===== src/rtl/blfm_pkg.sv =====
`timescale 1ns / 1ps

package blfm_pkg;

   localparam int PCT_BITS      = 7;
   localparam int LEVEL_BITS    = 2;
   localparam int HOLD_BITS     = 8;
   localparam int FAN_HOLD_BITS = 10;
   localparam int TEMP_BITS     = 16;
   localparam int CSR_ADDR_BITS = 5;
   localparam int CSR_DATA_BITS = 32;
   localparam int RSP_DATA_BITS = 16;

   localparam logic [PCT_BITS-1:0] PCT_FULL = 7'd100;

   localparam logic [LEVEL_BITS-1:0] LEVEL_NORMAL   = 2'd0;
   localparam logic [LEVEL_BITS-1:0] LEVEL_LOW      = 2'd1;
   localparam logic [LEVEL_BITS-1:0] LEVEL_CRITICAL = 2'd2;
   localparam logic [LEVEL_BITS-1:0] LEVEL_UNUSED   = 2'd3;

   localparam logic [2:0] REG_LOW_PERCENT      = 3'd0;
   localparam logic [2:0] REG_CRITICAL_PERCENT = 3'd1;
   localparam logic [2:0] REG_LEVEL_HOLD       = 3'd2;
   localparam logic [2:0] REG_FAN_THRESHOLD    = 3'd3;
   localparam logic [2:0] REG_FAN_HOLD         = 3'd4;

   localparam logic [PCT_BITS-1:0]      RST_LOW_PERCENT      = 7'd30;
   localparam logic [PCT_BITS-1:0]      RST_CRITICAL_PERCENT = 7'd20;
   localparam logic [HOLD_BITS-1:0]     RST_LEVEL_HOLD       = 8'd128;
   localparam logic [TEMP_BITS-1:0]     RST_FAN_THRESHOLD    = 16'd3000;
   localparam logic [FAN_HOLD_BITS-1:0] RST_FAN_HOLD         = 10'd600;

   typedef enum logic [1:0] {
      ST_IDLE,
      ST_DIVIDE,
      ST_UPDATE
   } seq_state_type;

endpackage


===== src/rtl/battery_level_and_fan_monitor.sv =====
`timescale 1ns / 1ps

// Channel   Direction  Transfer when              Payload
// req_      in         req_tvalid & req_tready    tdata: remaining, total, temperature
// rsp_      out        rsp_tvalid & rsp_tready    tdata: percent, level, fan_on
// csr_      in         psel & penable & pwrite    5 registers at 4*i
//
// When the divider runs, an item passes through accept, 7 quotient steps in the
// shared compare/subtract unit, result and update; when total is zero or not above
// remaining, the divider skips the quotient steps. req_tready is high only while the sequencer is idle.
// A result waits in the output register; a stalled rsp_ holds the sequencer in update.
// Synchronous reset restores register defaults and clears level and fan state.

module battery_level_and_fan_monitor #(
   parameter int CAPACITY_BITS = 16
) (
   input  logic                                 clock,
   input  logic                                 reset,
   input  logic                                 req_tvalid,
   output logic                                 req_tready,
   // [C-1:0] remaining_capacity, [2C-1:C] total_capacity, [2C+15:2C] temperature
   input  logic [((2*CAPACITY_BITS+16+7)/8)*8-1:0] req_tdata,
   output logic                                 rsp_tvalid,
   input  logic                                 rsp_tready,
   // [6:0] charge_percent, [8:7] battery_level, [9] fan_on
   output logic [blfm_pkg::RSP_DATA_BITS-1:0]   rsp_tdata,
   input  logic                                 csr_psel,
   input  logic                                 csr_penable,
   input  logic                                 csr_pwrite,
   input  logic [blfm_pkg::CSR_ADDR_BITS-1:0]   csr_paddr,
   input  logic [blfm_pkg::CSR_DATA_BITS-1:0]   csr_pwdata,
   output logic [blfm_pkg::CSR_DATA_BITS-1:0]   csr_prdata,
   output logic                                 csr_pready
);

   localparam int C = CAPACITY_BITS;

   logic [blfm_pkg::PCT_BITS-1:0]      low_pct_ff;
   logic [blfm_pkg::PCT_BITS-1:0]      crit_pct_ff;
   logic [blfm_pkg::HOLD_BITS-1:0]     level_hold_ff;
   logic [blfm_pkg::TEMP_BITS-1:0]     fan_thresh_ff;
   logic [blfm_pkg::FAN_HOLD_BITS-1:0] fan_hold_ff;

   blfm_pkg::seq_state_type            state_ff, state_in;
   logic [blfm_pkg::LEVEL_BITS-1:0]    level_ff, level_in;
   logic [blfm_pkg::HOLD_BITS-1:0]     level_cnt_ff, level_cnt_in;
   logic                               fan_ff, fan_in;
   logic [blfm_pkg::FAN_HOLD_BITS-1:0] fan_cnt_ff, fan_cnt_in;
   logic                               rsp_valid_ff, rsp_valid_in;
   logic [blfm_pkg::PCT_BITS-1:0]      rsp_pct_ff, rsp_pct_in;
   logic [blfm_pkg::PCT_BITS-1:0]      pct_ff, pct_in;
   logic [blfm_pkg::TEMP_BITS-1:0]     temp_ff, temp_in;

   logic                               div_start;
   logic                               div_done;
   logic [blfm_pkg::PCT_BITS-1:0]      div_quot;

   logic                               csr_write;
   logic                               out_free;
   logic [blfm_pkg::HOLD_BITS-1:0]     level_inc;
   logic                               level_reach;
   logic                               level_count_en;
   logic [blfm_pkg::LEVEL_BITS-1:0]    level_target;
   logic                               fan_toward;

   blfm_div #(
      .CAPACITY_BITS (CAPACITY_BITS)
   ) u_div (
      .clock    (clock),
      .reset    (reset),
      .start    (div_start),
      .dividend (req_tdata[C-1:0]),
      .divisor  (req_tdata[2*C-1:C]),
      .done     (div_done),
      .quotient (div_quot)
   );

   // Configuration
   assign csr_pready = 1'b1;
   assign csr_write  = csr_psel & csr_penable & csr_pwrite & csr_pready;

   always_ff @(posedge clock) begin
      if (reset) begin
         low_pct_ff    <= blfm_pkg::RST_LOW_PERCENT;
         crit_pct_ff   <= blfm_pkg::RST_CRITICAL_PERCENT;
         level_hold_ff <= blfm_pkg::RST_LEVEL_HOLD;
         fan_thresh_ff <= blfm_pkg::RST_FAN_THRESHOLD;
         fan_hold_ff   <= blfm_pkg::RST_FAN_HOLD;
      end else if (csr_write) begin
         case (csr_paddr[4:2])
            blfm_pkg::REG_LOW_PERCENT:      low_pct_ff    <= csr_pwdata[blfm_pkg::PCT_BITS-1:0];
            blfm_pkg::REG_CRITICAL_PERCENT: crit_pct_ff   <= csr_pwdata[blfm_pkg::PCT_BITS-1:0];
            blfm_pkg::REG_LEVEL_HOLD:       level_hold_ff <= csr_pwdata[blfm_pkg::HOLD_BITS-1:0];
            blfm_pkg::REG_FAN_THRESHOLD:    fan_thresh_ff <= csr_pwdata[blfm_pkg::TEMP_BITS-1:0];
            blfm_pkg::REG_FAN_HOLD:         fan_hold_ff   <= csr_pwdata[blfm_pkg::FAN_HOLD_BITS-1:0];
            default: ;
         endcase
      end
   end

   always_comb begin
      case (csr_paddr[4:2])
         blfm_pkg::REG_LOW_PERCENT:      csr_prdata = blfm_pkg::CSR_DATA_BITS'(low_pct_ff);
         blfm_pkg::REG_CRITICAL_PERCENT: csr_prdata = blfm_pkg::CSR_DATA_BITS'(crit_pct_ff);
         blfm_pkg::REG_LEVEL_HOLD:       csr_prdata = blfm_pkg::CSR_DATA_BITS'(level_hold_ff);
         blfm_pkg::REG_FAN_THRESHOLD:    csr_prdata = blfm_pkg::CSR_DATA_BITS'(fan_thresh_ff);
         blfm_pkg::REG_FAN_HOLD:         csr_prdata = blfm_pkg::CSR_DATA_BITS'(fan_hold_ff);
         default:                        csr_prdata = '0;
      endcase
   end

   // Level and fan decisions for the update step
   assign out_free    = !rsp_valid_ff || rsp_tready;
   assign level_inc   = level_cnt_ff + 1'b1;
   assign level_reach = level_inc >= level_hold_ff;
   assign fan_toward  = fan_ff ? (temp_ff < fan_thresh_ff) : (temp_ff >= fan_thresh_ff);

   always_comb begin
      level_count_en = 1'b0;
      level_target   = blfm_pkg::LEVEL_NORMAL;
      case (level_ff)
         blfm_pkg::LEVEL_NORMAL: begin
            level_count_en = pct_ff < low_pct_ff;
            level_target   = blfm_pkg::LEVEL_LOW;
         end
         blfm_pkg::LEVEL_LOW: begin
            if (pct_ff >= low_pct_ff) begin
               level_count_en = 1'b1;
               level_target   = blfm_pkg::LEVEL_NORMAL;
            end else if (pct_ff < crit_pct_ff) begin
               level_count_en = 1'b1;
               level_target   = blfm_pkg::LEVEL_CRITICAL;
            end
         end
         blfm_pkg::LEVEL_CRITICAL: begin
            level_count_en = pct_ff >= crit_pct_ff;
            level_target   = blfm_pkg::LEVEL_LOW;
         end
         default: ;
      endcase
   end

   // Sequencer
   always_comb begin
      state_in     = state_ff;
      level_in     = level_ff;
      level_cnt_in = level_cnt_ff;
      fan_in       = fan_ff;
      fan_cnt_in   = fan_cnt_ff;
      rsp_valid_in = rsp_valid_ff && !rsp_tready;
      rsp_pct_in   = rsp_pct_ff;
      pct_in       = pct_ff;
      temp_in      = temp_ff;
      req_tready   = 1'b0;
      div_start    = 1'b0;
      case (state_ff)
         blfm_pkg::ST_IDLE: begin
            req_tready = 1'b1;
            if (req_tvalid) begin
               div_start = 1'b1;
               temp_in   = req_tdata[2*C+blfm_pkg::TEMP_BITS-1:2*C];
               state_in  = blfm_pkg::ST_DIVIDE;
            end
         end
         blfm_pkg::ST_DIVIDE: begin
            if (div_done) begin
               pct_in   = div_quot;
               state_in = blfm_pkg::ST_UPDATE;
            end
         end
         blfm_pkg::ST_UPDATE: begin
            if (out_free) begin
               if (level_ff == blfm_pkg::LEVEL_UNUSED) begin
                  level_in     = blfm_pkg::LEVEL_NORMAL;
                  level_cnt_in = '0;
               end else if (!level_count_en) begin
                  level_cnt_in = '0;
               end else if (level_reach) begin
                  level_cnt_in = '0;
                  level_in     = level_target;
               end else begin
                  level_cnt_in = level_inc;
               end
               if (!fan_toward) begin
                  fan_cnt_in = '0;
               end else if (fan_cnt_ff < fan_hold_ff) begin
                  fan_cnt_in = fan_cnt_ff + 1'b1;
               end else begin
                  fan_in = !fan_ff;
               end
               rsp_valid_in = 1'b1;
               rsp_pct_in   = pct_ff;
               state_in     = blfm_pkg::ST_IDLE;
            end
         end
         default: state_in = blfm_pkg::ST_IDLE;
      endcase
   end

   always_ff @(posedge clock) begin
      if (reset) begin
         state_ff     <= blfm_pkg::ST_IDLE;
         level_ff     <= blfm_pkg::LEVEL_NORMAL;
         level_cnt_ff <= '0;
         fan_ff       <= 1'b0;
         fan_cnt_ff   <= '0;
         rsp_valid_ff <= 1'b0;
      end else begin
         state_ff     <= state_in;
         level_ff     <= level_in;
         level_cnt_ff <= level_cnt_in;
         fan_ff       <= fan_in;
         fan_cnt_ff   <= fan_cnt_in;
         rsp_valid_ff <= rsp_valid_in;
      end
   end

   always_ff @(posedge clock) begin
      rsp_pct_ff <= rsp_pct_in;
      pct_ff     <= pct_in;
      temp_ff    <= temp_in;
   end

   // level and fan change together with the result, so their registers and the result register form the payload
   assign rsp_tvalid = rsp_valid_ff;
   assign rsp_tdata  = blfm_pkg::RSP_DATA_BITS'({fan_ff, level_ff, rsp_pct_ff});

   a_pct_range: assert property (@(posedge clock) disable iff (reset)
      rsp_tvalid |-> rsp_pct_ff <= blfm_pkg::PCT_FULL)
      else $error("charge percent above full scale");

   a_done_in_divide: assert property (@(posedge clock) disable iff (reset)
      div_done |-> state_ff == blfm_pkg::ST_DIVIDE)
      else $error("divider result outside divide step");

   a_accept_starts: assert property (@(posedge clock) disable iff (reset)
      req_tvalid && req_tready |=> state_ff == blfm_pkg::ST_DIVIDE)
      else $error("transfer accepted without starting division");

   a_level_neighbour: assert property (@(posedge clock) disable iff (reset)
      level_ff == blfm_pkg::LEVEL_CRITICAL |-> $past(level_ff) != blfm_pkg::LEVEL_NORMAL)
      else $error("level skipped from normal to critical");

   a_state_only_on_commit: assert property (@(posedge clock) disable iff (reset)
      state_ff != blfm_pkg::ST_UPDATE |=> $stable(fan_ff))
      else $error("fan changed outside update");

endmodule


===== src/rtl/blfm_div.sv =====
`timescale 1ns / 1ps

module blfm_div #(
   parameter int CAPACITY_BITS = 16
) (
   input  logic                          clock,
   input  logic                          reset,
   input  logic                          start,
   input  logic [CAPACITY_BITS-1:0]      dividend,
   input  logic [CAPACITY_BITS-1:0]      divisor,
   output logic                          done,
   output logic [blfm_pkg::PCT_BITS-1:0] quotient
);

   localparam int WIDE_BITS = CAPACITY_BITS + blfm_pkg::PCT_BITS;
   localparam int STEP_BITS = $clog2(blfm_pkg::PCT_BITS);
   localparam logic [STEP_BITS-1:0] STEP_LAST = STEP_BITS'(blfm_pkg::PCT_BITS - 1);

   logic [WIDE_BITS-1:0]           part_ff, part_in;
   logic [CAPACITY_BITS-1:0]       divisor_ff, divisor_in;
   logic [STEP_BITS-1:0]           step_ff, step_in;
   logic [blfm_pkg::PCT_BITS-1:0]  quot_ff, quot_in;
   logic                           busy_ff, busy_in;
   logic                           done_ff, done_in;

   logic [WIDE_BITS-1:0] wide_rem;
   logic [WIDE_BITS-1:0] scaled;
   logic [WIDE_BITS-1:0] trial;
   logic                 fits;

   // x100 as 64 + 32 + 4; only used once remaining < total, so quotient < 100
   assign wide_rem = WIDE_BITS'(dividend);
   assign scaled   = (wide_rem << 6) + (wide_rem << 5) + (wide_rem << 2);
   assign trial    = WIDE_BITS'(divisor_ff) << step_ff;
   assign fits     = part_ff >= trial;

   always_comb begin
      part_in    = part_ff;
      divisor_in = divisor_ff;
      step_in    = step_ff;
      quot_in    = quot_ff;
      busy_in    = busy_ff;
      done_in    = 1'b0;
      if (start) begin
         if (divisor == '0) begin
            quot_in = '0;
            done_in = 1'b1;
         end else if (dividend >= divisor) begin
            quot_in = blfm_pkg::PCT_FULL;
            done_in = 1'b1;
         end else begin
            part_in    = scaled;
            divisor_in = divisor;
            quot_in    = '0;
            step_in    = STEP_LAST;
            busy_in    = 1'b1;
         end
      end else if (busy_ff) begin
         if (fits) begin
            part_in = part_ff - trial;
         end
         quot_in = {quot_ff[blfm_pkg::PCT_BITS-2:0], fits};
         if (step_ff == '0) begin
            busy_in = 1'b0;
            done_in = 1'b1;
         end else begin
            step_in = step_ff - 1'b1;
         end
      end
   end

   always_ff @(posedge clock) begin
      if (reset) begin
         busy_ff <= 1'b0;
         done_ff <= 1'b0;
      end else begin
         busy_ff <= busy_in;
         done_ff <= done_in;
      end
   end

   always_ff @(posedge clock) begin
      part_ff    <= part_in;
      divisor_ff <= divisor_in;
      step_ff    <= step_in;
      quot_ff    <= quot_in;
   end

   assign done     = done_ff;
   assign quotient = quot_ff;

endmodule


===== config.mk =====
export PLATFORM = sky130hd
export DESIGN_NAME = battery_level_and_fan_monitor
export DESIGN_NICKNAME = d
export VERILOG_FILES = /design/src/rtl/blfm_pkg.sv /design/src/rtl/battery_level_and_fan_monitor.sv /design/src/rtl/blfm_div.sv
export SDC_FILE = /design/constraint.sdc
export NUM_CORES = 1
export LEC_CHECK = 0
export ABC_AREA = 1
export ABC_CLOCK_PERIOD_IN_PS = 7300
export BUFFER_PORTS_ARGS = -buffer_cell sky130_fd_sc_hd__buf_2
export CAP_MARGIN = 10
export CORE_UTILIZATION = 57
export CTS_CLUSTER_DIAMETER = 150
export CTS_CLUSTER_SIZE = 12
export DETAILED_ROUTE_END_ITERATION = 8
export GPL_TIMING_DRIVEN = 0
export PLACE_DENSITY = 0.85
export SYNTH_ARGS = -nofsm -noshare
export SYNTH_HDL_FRONTEND = slang
export SYNTH_SLANG_ARGS = --single-unit
export TNS_END_PERCENT = 50

===== constraint.sdc =====
create_clock -name clock -period 7.3 [get_ports clock]
set_clock_uncertainty 0.1 [all_clocks]
set_input_delay 1.46 -clock clock [delete_from_list [all_inputs] [get_ports clock]]
set_output_delay 1.46 -clock clock [all_outputs]
set_load 0.03 [all_outputs]

==> results.sh, run 1 <==
export IMPL_status="completed"
export IMPL_syn_cell_area_mm2=0.0108
export IMPL_crit_path_frequent_cell="buf_2"
export IMPL_cap_viol_max_count=0
export IMPL_finalHoldViolations=0
export IMPL_p_total_mw=2.97
export IMPL_timing_critical_path_buf_inv=5
export IMPL_cts_buffers=17
export IMPL_placementRows=49
export IMPL_worst_setup_path_end_kind="output pin"
export IMPL_use_met2_pct=53.7
export IMPL_nets=1732
export IMPL_p_leak_nw=5.75
export IMPL_grt_overflow=0
export IMPL_worst_setup_path_start_kind="primary input"
export IMPL_vdd_ir_drop_worst_uv=158
export IMPL_ys_ff_latch=153
export IMPL_ctsHtreeMaxLevel=4
export IMPL_worst_ep_arrival_ns=3.05
export IMPL_grt_pass1_wl_um=46400
export IMPL_first_global_vias=9559
export IMPL_post_route_cells_drive_above_1_share_pct=13.1
export IMPL_cts_buffer_depth=2
export IMPL_worstSkewPairLatency_ns=0.43
export IMPL_ctsHoldBuffers=0
export IMPL_total_global_routing_track_utilization_pct=30.4
export IMPL_r2r_start="u_div.step_ff[0]"
export IMPL_hold_path_class="reg2reg"
export IMPL_die_area_mm2=0.0195
export IMPL_ys_warn_count=0
export IMPL_core_area_mm2=0.0183
export IMPL_port_buffer_count=101
export IMPL_power_density_mw_per_mm2=241
export IMPL_fp_dieH_um=139
export IMPL_timing_critical_path_max_delay_family="buffers and inverters"
export IMPL_antenna_left=0
export IMPL_gr_usage_met1_pct=35.8
export IMPL_synthToLayoutAreaGrowth_pct=14.3
export IMPL_synth_async_reset_ratio_pct=0
export IMPL_slew_headroom_pct=47.7
export IMPL_final_max_slew_viol_count=0
export IMPL_route_vias_total=10100
export IMPL_rsz0062_at_grt="no"
export IMPL_synth_distinct_cells=52
export IMPL_post_cts_resized=0
export IMPL_finalCoreUtilization_pct=67.4
export IMPL_use_met3_pct=4.44
export IMPL_cp_max_fo=10
export IMPL_post_cts_repair_setup_buffers=0
export IMPL_layout_worst_path_cycle_share_pct=63.2
export IMPL_worst_ep_required_time_ns=5.74
export IMPL_routabilityCongestion=0.960
export IMPL_viasPerCell=5.74
export IMPL_setup_worst_path_start="csr_paddr[2]"
export IMPL_critical_path_class="in2out"
export IMPL_holdCritStartpoint="u_div.quotient[6]"
export IMPL_post_drt_wl_per_cell_um=16.6
export IMPL_cts_root_buffer_cell="clkbuf_16"
export IMPL_path_cells="buf_2, inv_1, nor3_2, inv_2, buf_2, o22ai_1, a221oi_1, o21ai_0, buf_2"
export IMPL_fin_crit_ns=4.61
export IMPL_syn_area_per_cell_um2=7.85
export IMPL_chipWidth_um=139
export IMPL_initial_core_util_pct=59.0
export IMPL_antenna_found_initial=0
export IMPL_iter_0_drt_violations=929
export IMPL_antennaDiodeCount=0
export IMPL_grt_max_degree=26
export IMPL_final_cell_mix="nand2_1 (273), inv_1 (173), a21oi_1 (136)"
export IMPL_cts_clk_slew_worst_paths_ns=0.06
export IMPL_mostFrequentLayoutCell="nand2_1"
export IMPL_cts_tree="yes"
export IMPL_postSynthCellCount=1373
export IMPL_global_route_peak_usage_layer="met2"
export IMPL_yosysSeqAreaShare_pct=35.8
export IMPL_finalSetupViolCount=0
export IMPL_place_detailed_hpwl_um=22600
export IMPL_wirelength_um=29200
export IMPL_cp_slowest_stage_delay_ns=0.36
export IMPL_synth_enable_flop_cells=79
export IMPL_firstDrtPassIters=8
export IMPL_ioPinCount=143
export IMPL_worst_slew_pin_transition_ns=0.785
export IMPL_tritoncts_num_sinks=153
export IMPL_totalNegativeSetupSlack_ns=0
export IMPL_critical_path_s_slowest_cell="a221oi_1"
export IMPL_timing_fmax_mhz=217
export IMPL_ys_flop_type="edfxtp_1"
export IMPL_post_route_drc_count=0
==> cells in the mapped netlist, types with 7 or more instances <==
cell type	instances	area [µm²]
a21o_1	8	60.1
a21oi_1	137	686
a221oi_1	8	70.1
buf_2	11	55.1
buf_4	24	180
clkbuf_1	14	52.6
dfxtp_1	74	1480
edfxtp_1	79	2370
fa_1	14	280
ha_1	110	1380
inv_1	173	649
nand2_1	273	1020
nand3_1	62	310
nand4_1	24	150
nor2_1	95	357
nor3_1	14	70.1
nor4_1	7	43.8
o211ai_1	11	82.6
o21ai_0	126	631
o22ai_1	8	50.1
xnor2_1	9	78.8
xor2_1	14	123
==> layout make-up <==
| class | count | area [µm²] |
|---|---|---|
| buffer | 56 | 357 |
| clock buffer | 25 | 543 |
| clock inverter | 7 | 97.6 |
| fill | 1503 | 5950 |
| inverter | 178 | 668 |
| multi-input combinational | 1007 | 5980 |
| sequential | 153 | 3850 |
| tap | 229 | 287 |
| timing repair buffer | 103 | 532 |
==> kinds of logic (layout without fill, tap and decap cells) <==
group | Yosys count | count (layout) | synth area share (%)
flops | 153 | 153 | 35.8
buf+inv | 234 | 369 | 9.51
mux | 3 | 3 | 0.279
simple gates | 501 | 501 | 20.1
compound gates | 333 | 333 | 17.0
fa+ha+maj | 124 | 124 | 15.4
other cells | 2 | 23 | 0.0697
xor+xnor | 23 | 23 | 1.87
==> worst paths after layout <==
| kind | slack (ns) | cells after the start | end |
|---|---|---|---|
| setup / recovery | 2.69 | 9 | csr_prdata[6] |
| hold / removal | 0.34 | 0 | pct_ff[6] |
| hold reg to reg | 0.34 | 0 | pct_ff[6] |
| setup reg to reg | 3.03 | 17 | u_div.part_ff[7] |
==> worst reg2reg max path, stage by stage, from the launching register on <==
cell,delay (ns)
edfxtp_1,0.31
buf_2,0.25
clkbuf_1,0.40
nand2_1,0.13
nand3_1,0.11
o21ai_0,0.13
nand2_1,0.11
o21ai_0,0.12
ha_1,0.40
nand2_1,0.13
inv_1,0.09
nand2_1,0.09
nor3_1,0.21
nand3_1,0.11
nor4_1,0.20
o21ai_0,0.24
a21oi_2,0.58
buf_8,0.26
==> report_power, final <==
group | total [mW] | switching (mW) | internal, mW
clock | 0.946 | 0.356 | 0.590
sequential | 1.02 | 0.0254 | 0.993
combinational | 1.01 | 0.669 | 0.340
==> sequential cells by signal, indices dropped and copies added (netlist names) <==
name / flops
crit_pct_ff: 7
fan_cnt_ff: 10
fan_ff: 1
fan_hold_ff: 10
fan_thresh_ff: 16
level_cnt_ff: 8
level_ff: 2
level_hold_ff: 8
low_pct_ff: 7
pct_ff: 7
rsp_pct_ff: 7
rsp_tvalid: 1
state_ff: 2
temp_ff: 16
u_div.busy_ff: 1
u_div.divisor_ff: 16
u_div.done: 1
u_div.part_ff: 23
u_div.quotient: 7
u_div.step_ff: 3
==> metrics by stage <==
step | cell area, µm² | cells | hold WS (ns) | setup WS (ns)
5_1_grt | 12300 | 1758 | 0.350 | 2.51
4_1_cts | 12300 | 1757 | 0.347 | 2.73
3_3_place_gp | 11600 | 1724 | 0.303 | 2.02
6_report | 12300 | 1758 | 0.339 | 2.69
3_5_place_dp | 11700 | 1725 | 0.327 | 2.75
2_1_floorplan | 10900 | 1394 | 0.300 | 3.17
==> metal layers <==
metal  vias up  share of wire [%]
li1       4922                  -
met1      4620                 40
met2       457                 49
met3        87                6.1
met4         0                4.8
met5         -                  0
Power figures use the tool's default switching activity.
==> run 2, diff against run 1 <==
--- a/config.mk
+++ b/config.mk
@@ -6,15 +6,15 @@
 export NUM_CORES = 1
 export LEC_CHECK = 0
 export ABC_AREA = 1
-export ABC_CLOCK_PERIOD_IN_PS = 7300
+export ABC_CLOCK_PERIOD_IN_PS = 3870
 export BUFFER_PORTS_ARGS = -buffer_cell sky130_fd_sc_hd__buf_2
 export CAP_MARGIN = 10
-export CORE_UTILIZATION = 57
+export CORE_UTILIZATION = 53
 export CTS_CLUSTER_DIAMETER = 150
 export CTS_CLUSTER_SIZE = 12
 export DETAILED_ROUTE_END_ITERATION = 8
 export GPL_TIMING_DRIVEN = 0
-export PLACE_DENSITY = 0.85
+export PLACE_DENSITY = 0.83
 export SYNTH_ARGS = -nofsm -noshare
 export SYNTH_HDL_FRONTEND = slang
 export SYNTH_SLANG_ARGS = --single-unit
==> constraint.sdc (replaced) <==
create_clock -name clock -period 3.87 [get_ports clock]
set_clock_uncertainty 0.1 [all_clocks]
set_input_delay 0.774 -clock clock [delete_from_list [all_inputs] [get_ports clock]]
set_output_delay 0.774 -clock clock [all_outputs]
set_load 0.03 [all_outputs]
==> run 2 against run 1 <==
Cell count rose by 2.2%. Routed wire length is 3.3% lower. Design area increased by 0.29%. Via count fell by 1.5%. Sequential share of layout area down 0.092 points. Register-to-register slack got worse by 2.8 ns. Clock power grew 72%. Worst hold slack gained 0.013 ns. Die area up 7.4%. Core utilization down 4.8 points. Non-clock buffer count rose by 3.
==> results.sh, run 2 (same netlist as run 1, synthesis figures left out) <==
export IMPL_status="completed"
export IMPL_fp_dieH_um=145
export IMPL_power_density_mw_per_mm2=442
export IMPL_detailedPlace_worstSlack_ns=-0.411
export IMPL_route_vias_total=9936
export IMPL_worst_setup_path_start_kind="register"
export IMPL_first_global_vias=9080
export IMPL_worst_ep_arrival_ns=3.68
export IMPL_viasPerCell=5.53
export IMPL_ioPinCount=143
export IMPL_hold_path_class="reg2reg"
export IMPL_cts_root_buffer_cell="clkbuf_16"
export IMPL_finalSetupViolCount=0
export IMPL_antennaDiodeCount=0
export IMPL_post_route_cells_drive_above_1_share_pct=13.6
export IMPL_mostFrequentLayoutCell="nand2_1"
export IMPL_grt_max_degree=26
export IMPL_antenna_left=0
export IMPL_fin_crit_ns=3.65
export IMPL_chipWidth_um=145
export IMPL_worst_ep_required_time_ns=3.90
export IMPL_worst_setup_path_end_kind="register"
export IMPL_cts_buffer_depth=2
export IMPL_layout_worst_path_cycle_share_pct=94.3
export IMPL_nets=1735
export IMPL_dp_cells=1761
export IMPL_cts_buffers=17
export IMPL_use_met3_pct=5.07
export IMPL_vdd_ir_drop_worst_uv=284
export IMPL_cp_slowest_stage_delay_ns=0.41
export IMPL_ctsHtreeMaxLevel=4
export IMPL_path_cells="buf_2, inv_2, clkbuf_4, nand2_1, nand3_1, o21ai_0, nand2_1, o21ai_0, ha_1, nand2_1, inv_1, nand2_1, nor3_2, nand3_1, nor4_4, o21ai_2, a21oi_4, buf_8"
export IMPL_worst_slew_pin_transition_ns=0.829
export IMPL_routabilityCongestion=0.929
export IMPL_core_area_mm2=0.0197
export IMPL_rsz0062_at_grt="no"
export IMPL_place_detailed_hpwl_um=22000
export IMPL_gr_usage_met1_pct=33.1
export IMPL_p_leak_nw=5.75
export IMPL_ctsHoldBuffers=0
export IMPL_crit_path_frequent_cell="nand2_1"
export IMPL_post_drt_wl_per_cell_um=15.7
export IMPL_largest_register_ff_count=23
export IMPL_final_cell_mix="nand2_1 (273), inv_1 (172), a21oi_1 (136)"
export IMPL_cts_clk_slew_worst_paths_ns=0.06
export IMPL_cp_max_fo=18
export IMPL_critical_path_s_slowest_cell="ha_1"
export IMPL_port_buffer_count=101
export IMPL_tritoncts_num_sinks=153
export IMPL_filler_free_cell_count_of_the_finished_design=1797
export IMPL_initial_core_util_pct=54.6
export IMPL_timing_fmax_mhz=274
export IMPL_post_route_drc_count=0
export IMPL_fin_worst_hold_slack_ns=0.352
export IMPL_placementRows=51
export IMPL_firstDrtPassIters=7
export IMPL_global_route_peak_usage_layer="met2"
export IMPL_worstSkewPairLatency_ns=0.44
export IMPL_crit_path_setup_slack_layout_ns=0.219
export IMPL_total_global_routing_track_utilization_pct=27.4
export IMPL_cap_viol_max_count=0
export IMPL_grt_overflow=0
export IMPL_grt_pass1_wl_um=43800
export IMPL_antenna_found_initial=0
export IMPL_synthToLayoutAreaGrowth_pct=14.6
export IMPL_critical_path_class="reg2reg"
export IMPL_wirelength_um=28200
export IMPL_use_met2_pct=47.4
export IMPL_die_area_mm2=0.0209
export IMPL_final_max_slew_viol_count=0
export IMPL_cts_tree="yes"
export IMPL_finalHoldViolations=0
export IMPL_slew_headroom_pct=44.7
export IMPL_top_register="u_div.part_ff"
export IMPL_iter_0_drt_violations=863
run 2: changes by cell type in the layout (fill, tap and decap cells not counted), moves of 2 or more:
| cell | change |
|---|---|
| buf_4 | +3 |
| clkbuf_16 | -2 |
| clkbuf_2 | +2 |
| inv_4 | +2 |
run 2: worst max-delay path: cells and delay by family, from the launching register on:
kind	cells	cell delay, ns
AND/OR/NAND/NOR	8	0.94
buffers and inverters	5	0.85
AO/OA/AOI/OAI	4	0.69
adder cells (fa/ha/maj)	1	0.41
flip-flops	1	0.35
run 2: worst paths after layout:
| kind | start | to | slack, ns | cells past startpoint |
|---|---|---|---|---|
| worst max-delay path | u_div.step_ff[0] | u_div.part_ff[19] | 0.22 | 18 |
| worst min register to register | u_div.quotient[6] | pct_ff[6] | 0.35 | 0 |
| worst max register to register | u_div.step_ff[0] | u_div.part_ff[19] | 0.22 | 18 |
| worst min-delay path | u_div.quotient[6] | pct_ff[6] | 0.35 | 0 |
run 2: per-layer routing:
| metal | vias up | share of wire, % | routed length [µm] |
|---|---|---|---|
| met1 | 4498 | 42 | 11800 |
| met4 | 0 | 3.5 | 995 |
| met2 | 432 | 48 | 13600 |
| met5 | - | 0 | 0 |
| li1 | 4938 | - | - |
| met3 | 68 | 6.6 | 1850 |
run 2: repair_timing:
action,4_1_cts,5_1_grt
buffers inserted,1,2
gates resized for setup,4,6
pin swaps,1,3
cloned,0,0
endpoints found under the setup margin,23,23
run 2: report_power, final:
| part | total [mW] | switching [mW] | internal (mW) |
|---|---|---|---|
| Sequential | 1.92 | 0.0462 | 1.87 |
| Combinational | 1.91 | 1.25 | 0.658 |
| Clock | 1.63 | 0.672 | 0.962 |
| Total | 5.46 | 1.97 | 3.49 |
run 2: per-stage QoR:
stage / utilization (%) / TNS (ns) / area, µm² / power, mW
final: 62.6 / 0 / 12400 / 5.46
after global routing: 62.6 / 0 / 12400 / 5.77
after CTS: 62.4 / 0 / 12300 / 5.41
after detailed placement: 59.4 / -8.45 / 11700 / 3.77
after global placement: 59.3 / -20.55 / 11700 / 3.73
after floorplan: - / 0 / 10900 / 3.29
run 2: layout make-up:
type	instances	area, µm²
Timing Repair Buffer	106	554
Inverter	178	668
Sequential cell	153	3850
Clock inverter	9	83.8
Clock buffer	23	490
Multi-Input combinational cell	1007	6010
Fill cell	1673	7370
Tap cell	265	332
Buffer	56	360
==> run 3, diff against run 2 <==
--- a/config.mk
+++ b/config.mk
@@ -14,6 +14,7 @@
 export CTS_CLUSTER_SIZE = 12
 export DETAILED_ROUTE_END_ITERATION = 8
 export GPL_TIMING_DRIVEN = 0
+export HOLD_SLACK_MARGIN = 0.02
 export PLACE_DENSITY = 0.83
 export SYNTH_ARGS = -nofsm -noshare
 export SYNTH_HDL_FRONTEND = slang
==> constraint.sdc (replaced) <==
create_clock -name clock -period 3.87 [get_ports clock]
set_clock_uncertainty 0.1 [all_clocks]
set_input_delay 0.387 -clock clock [delete_from_list [all_inputs] [get_ports clock]]
set_output_delay 0.387 -clock clock [all_outputs]
set_load 0.03 [all_outputs]
==> run 3 against run 2 <==
Clock power hardly changed. Global-route usage is the same. Sequential cell count unchanged. Fmax shrank 0.58%. Cell count about the same. Design area hardly changed. Critical path depth unchanged. Die area unchanged. Critical endpoint unchanged. Highest routed layer unchanged.
==> results.sh, run 3 (same netlist as run 1, synthesis figures left out) <==
export IMPL_crit_path_setup_slack_layout_ns=0.198
export IMPL_min_delay_path_depth=1
export IMPL_top_register="u_div.part_ff"
export IMPL_detailedPlace_worstSlack_ns=-0.411
export IMPL_chipWidth_um=145
export IMPL_totalNegativeSetupSlack_ns=0
export IMPL_total_global_routing_track_utilization_pct=27.4
export IMPL_layout_worst_path_cycle_share_pct=94.9
export IMPL_p_leak_nw=5.75
export IMPL_slew_headroom_pct=44.7
export IMPL_cp_max_fo=18
export IMPL_finalCoreUtilization_pct=62.7
export IMPL_finalSetupViolCount=0
export IMPL_worst_setup_path_end_kind="register"
export IMPL_nets=1736
export IMPL_antennaDiodeCount=0
export IMPL_largest_register_ff_count=23
export IMPL_core_area_mm2=0.0197
export IMPL_post_route_drc_count=0
export IMPL_power_share_switching_pct=36.0
export IMPL_iter_0_drt_violations=845
export IMPL_post_route_cells_drive_above_1_share_pct=13.6
export IMPL_holdCritStartpoint="req_tdata[38]"
export IMPL_r2r_start="u_div.step_ff[0]"
export IMPL_initial_core_util_pct=54.6
export IMPL_clkPwrFrac_pct=30.0
export IMPL_worst_setup_path_start_kind="register"
export IMPL_mostFrequentLayoutCell="nand2_1"
export IMPL_place_detailed_hpwl_um=22000
export IMPL_final_max_slew_viol_count=0
export IMPL_cap_viol_max_count=0
export IMPL_p_total_mw=5.46
export IMPL_post_drt_wl_per_cell_um=15.7
export IMPL_vdd_ir_drop_worst_uv=285
export IMPL_grt_overflow=0
export IMPL_synthToLayoutAreaGrowth_pct=14.7
export IMPL_r2r_worst_path_cells=18
export IMPL_power_share_sequential_pct=35.1
export IMPL_finalHoldViolations=0
export IMPL_hold_path_class="in2reg"
export IMPL_cts_tree="yes"
export IMPL_p_int_mw=3.49
export IMPL_firstDrtPassIters=8
export IMPL_ctsHtreeMaxLevel=4
export IMPL_viasPerCell=5.53
export IMPL_first_global_vias=9080
export IMPL_critical_path_class="reg2reg"
export IMPL_worst_slew_pin_transition_ns=0.829
export IMPL_die_area_mm2=0.0209
export IMPL_tritoncts_num_sinks=153
export IMPL_r2r_slack_ns=0.20
export IMPL_placementRows=51
export IMPL_antenna_found_initial=0
export IMPL_fp_dieH_um=145
export IMPL_fin_crit_ns=3.67
export IMPL_ioPinCount=143
export IMPL_worst_ep_arrival_ns=3.71
export IMPL_status="completed"
export IMPL_cts_buffers=17
export IMPL_rsz0062_at_grt="no"
export IMPL_timing_fmax_mhz=272
export IMPL_routabilityCongestion=0.929
export IMPL_cts_buffer_depth=2
export IMPL_worstSkewPairLatency_ns=0.44
export IMPL_antenna_left=0
export IMPL_worst_ep_required_time_ns=3.90
export IMPL_grt_max_degree=26
export IMPL_grt_pass1_wl_um=43800
export IMPL_route_vias_total=9936
export IMPL_hold_path_endpoint="temp_ff[6]"
export IMPL_switchingPower_mw=1.97
export IMPL_power_frac_comb_pct=34.9
export IMPL_final_cell_mix="nand2_1 (273), inv_1 (172), a21oi_1 (136)"
export IMPL_reg2reg_to="u_div.part_ff[19]"
export IMPL_cts_clk_slew_worst_paths_ns=0.06
export IMPL_cts_root_buffer_cell="clkbuf_16"
export IMPL_wirelength_um=28300
export IMPL_power_density_mw_per_mm2=442
export IMPL_port_buffer_count=101
-- run 3: cell types whose count changed in the layout (fill, tap and decap cells not counted), sizes merged --
cell	change
dlygate4sd3	+1
-- run 3: worst max-delay path by stage --
stage	start	end	slack, ns
after global routing	u_div.step_ff[0]	u_div.part_ff[17]	0.03
after CTS	u_div.step_ff[0]	u_div.part_ff[19]	0.04
after global placement	u_div.step_ff[0]	u_div.part_ff[17]	-0.90
after detailed placement	u_div.step_ff[0]	u_div.part_ff[17]	-0.41
final	u_div.step_ff[0]	u_div.part_ff[19]	0.20
after floorplan	u_div.step_ff[0]	u_div.part_ff[0]	0.34
-- run 3: metrics by stage --
step / cells / hold slack, ns / cell area (µm²)
floorplan: 1394 / 0.300 / 10900
global placement: 1760 / 0.307 / 11700
detailed placement: 1761 / 0.339 / 11700
CTS: 1794 / 0.0270 / 12300
global route: 1798 / 0.0227 / 12400
finish: 1798 / 0.0263 / 12400
-- run 3: layout make-up --
type / instances / area (µm²)
fill: 1672 / 7360
buffer: 56 / 360
timing repair buffer: 107 / 564
multi-input combinational: 1007 / 6010
tap: 265 / 332
clock buffer: 23 / 490
clock inverter: 9 / 83.8
sequential: 153 / 3850
inverter: 178 / 668
-- run 3: power groups by stage --
stage               Sequential, mW  Combinational (mW)  Clock [mW]
finish                        1.92                1.91        1.64
global placement              1.95                1.78           0
detailed placement            1.95                1.82           0
global route                  1.93                2.13        1.71
CTS                           1.92                1.85        1.64
floorplan                     1.94                1.35           0
-- run 3: worst max-delay path, stage by stage (launching register included) --
cell	delay [ns]
edfxtp_1	0.35
buf_2	0.21
inv_2	0.13
clkbuf_4	0.22
nand2_1	0.09
nand3_1	0.06
o21ai_0	0.12
nand2_1	0.08
o21ai_0	0.16
ha_1	0.42
nand2_1	0.09
inv_1	0.07
nand2_1	0.09
nor3_2	0.16
nand3_1	0.15
nor4_4	0.22
o21ai_2	0.17
a21oi_4	0.25
buf_8	0.21
-- run 3: timing repair --
action                                 in CTS  in global routing
setup endpoints to repair                  23                 23
pin swaps                                   1                  3
endpoints found under the hold margin       0                  1
gates resized for setup                     4                  6
hold buffers                                0                  1
setup buffers                               1                  2
-- run 3: per-layer routing --
metal	track usage, %	vias to the layer above	wire, µm
met5	0	-	0
met4	12.2	0	1050
met3	5.07	71	1900
met2	47.4	423	13600
met1	33.1	4506	11800
li1	-	4936	-
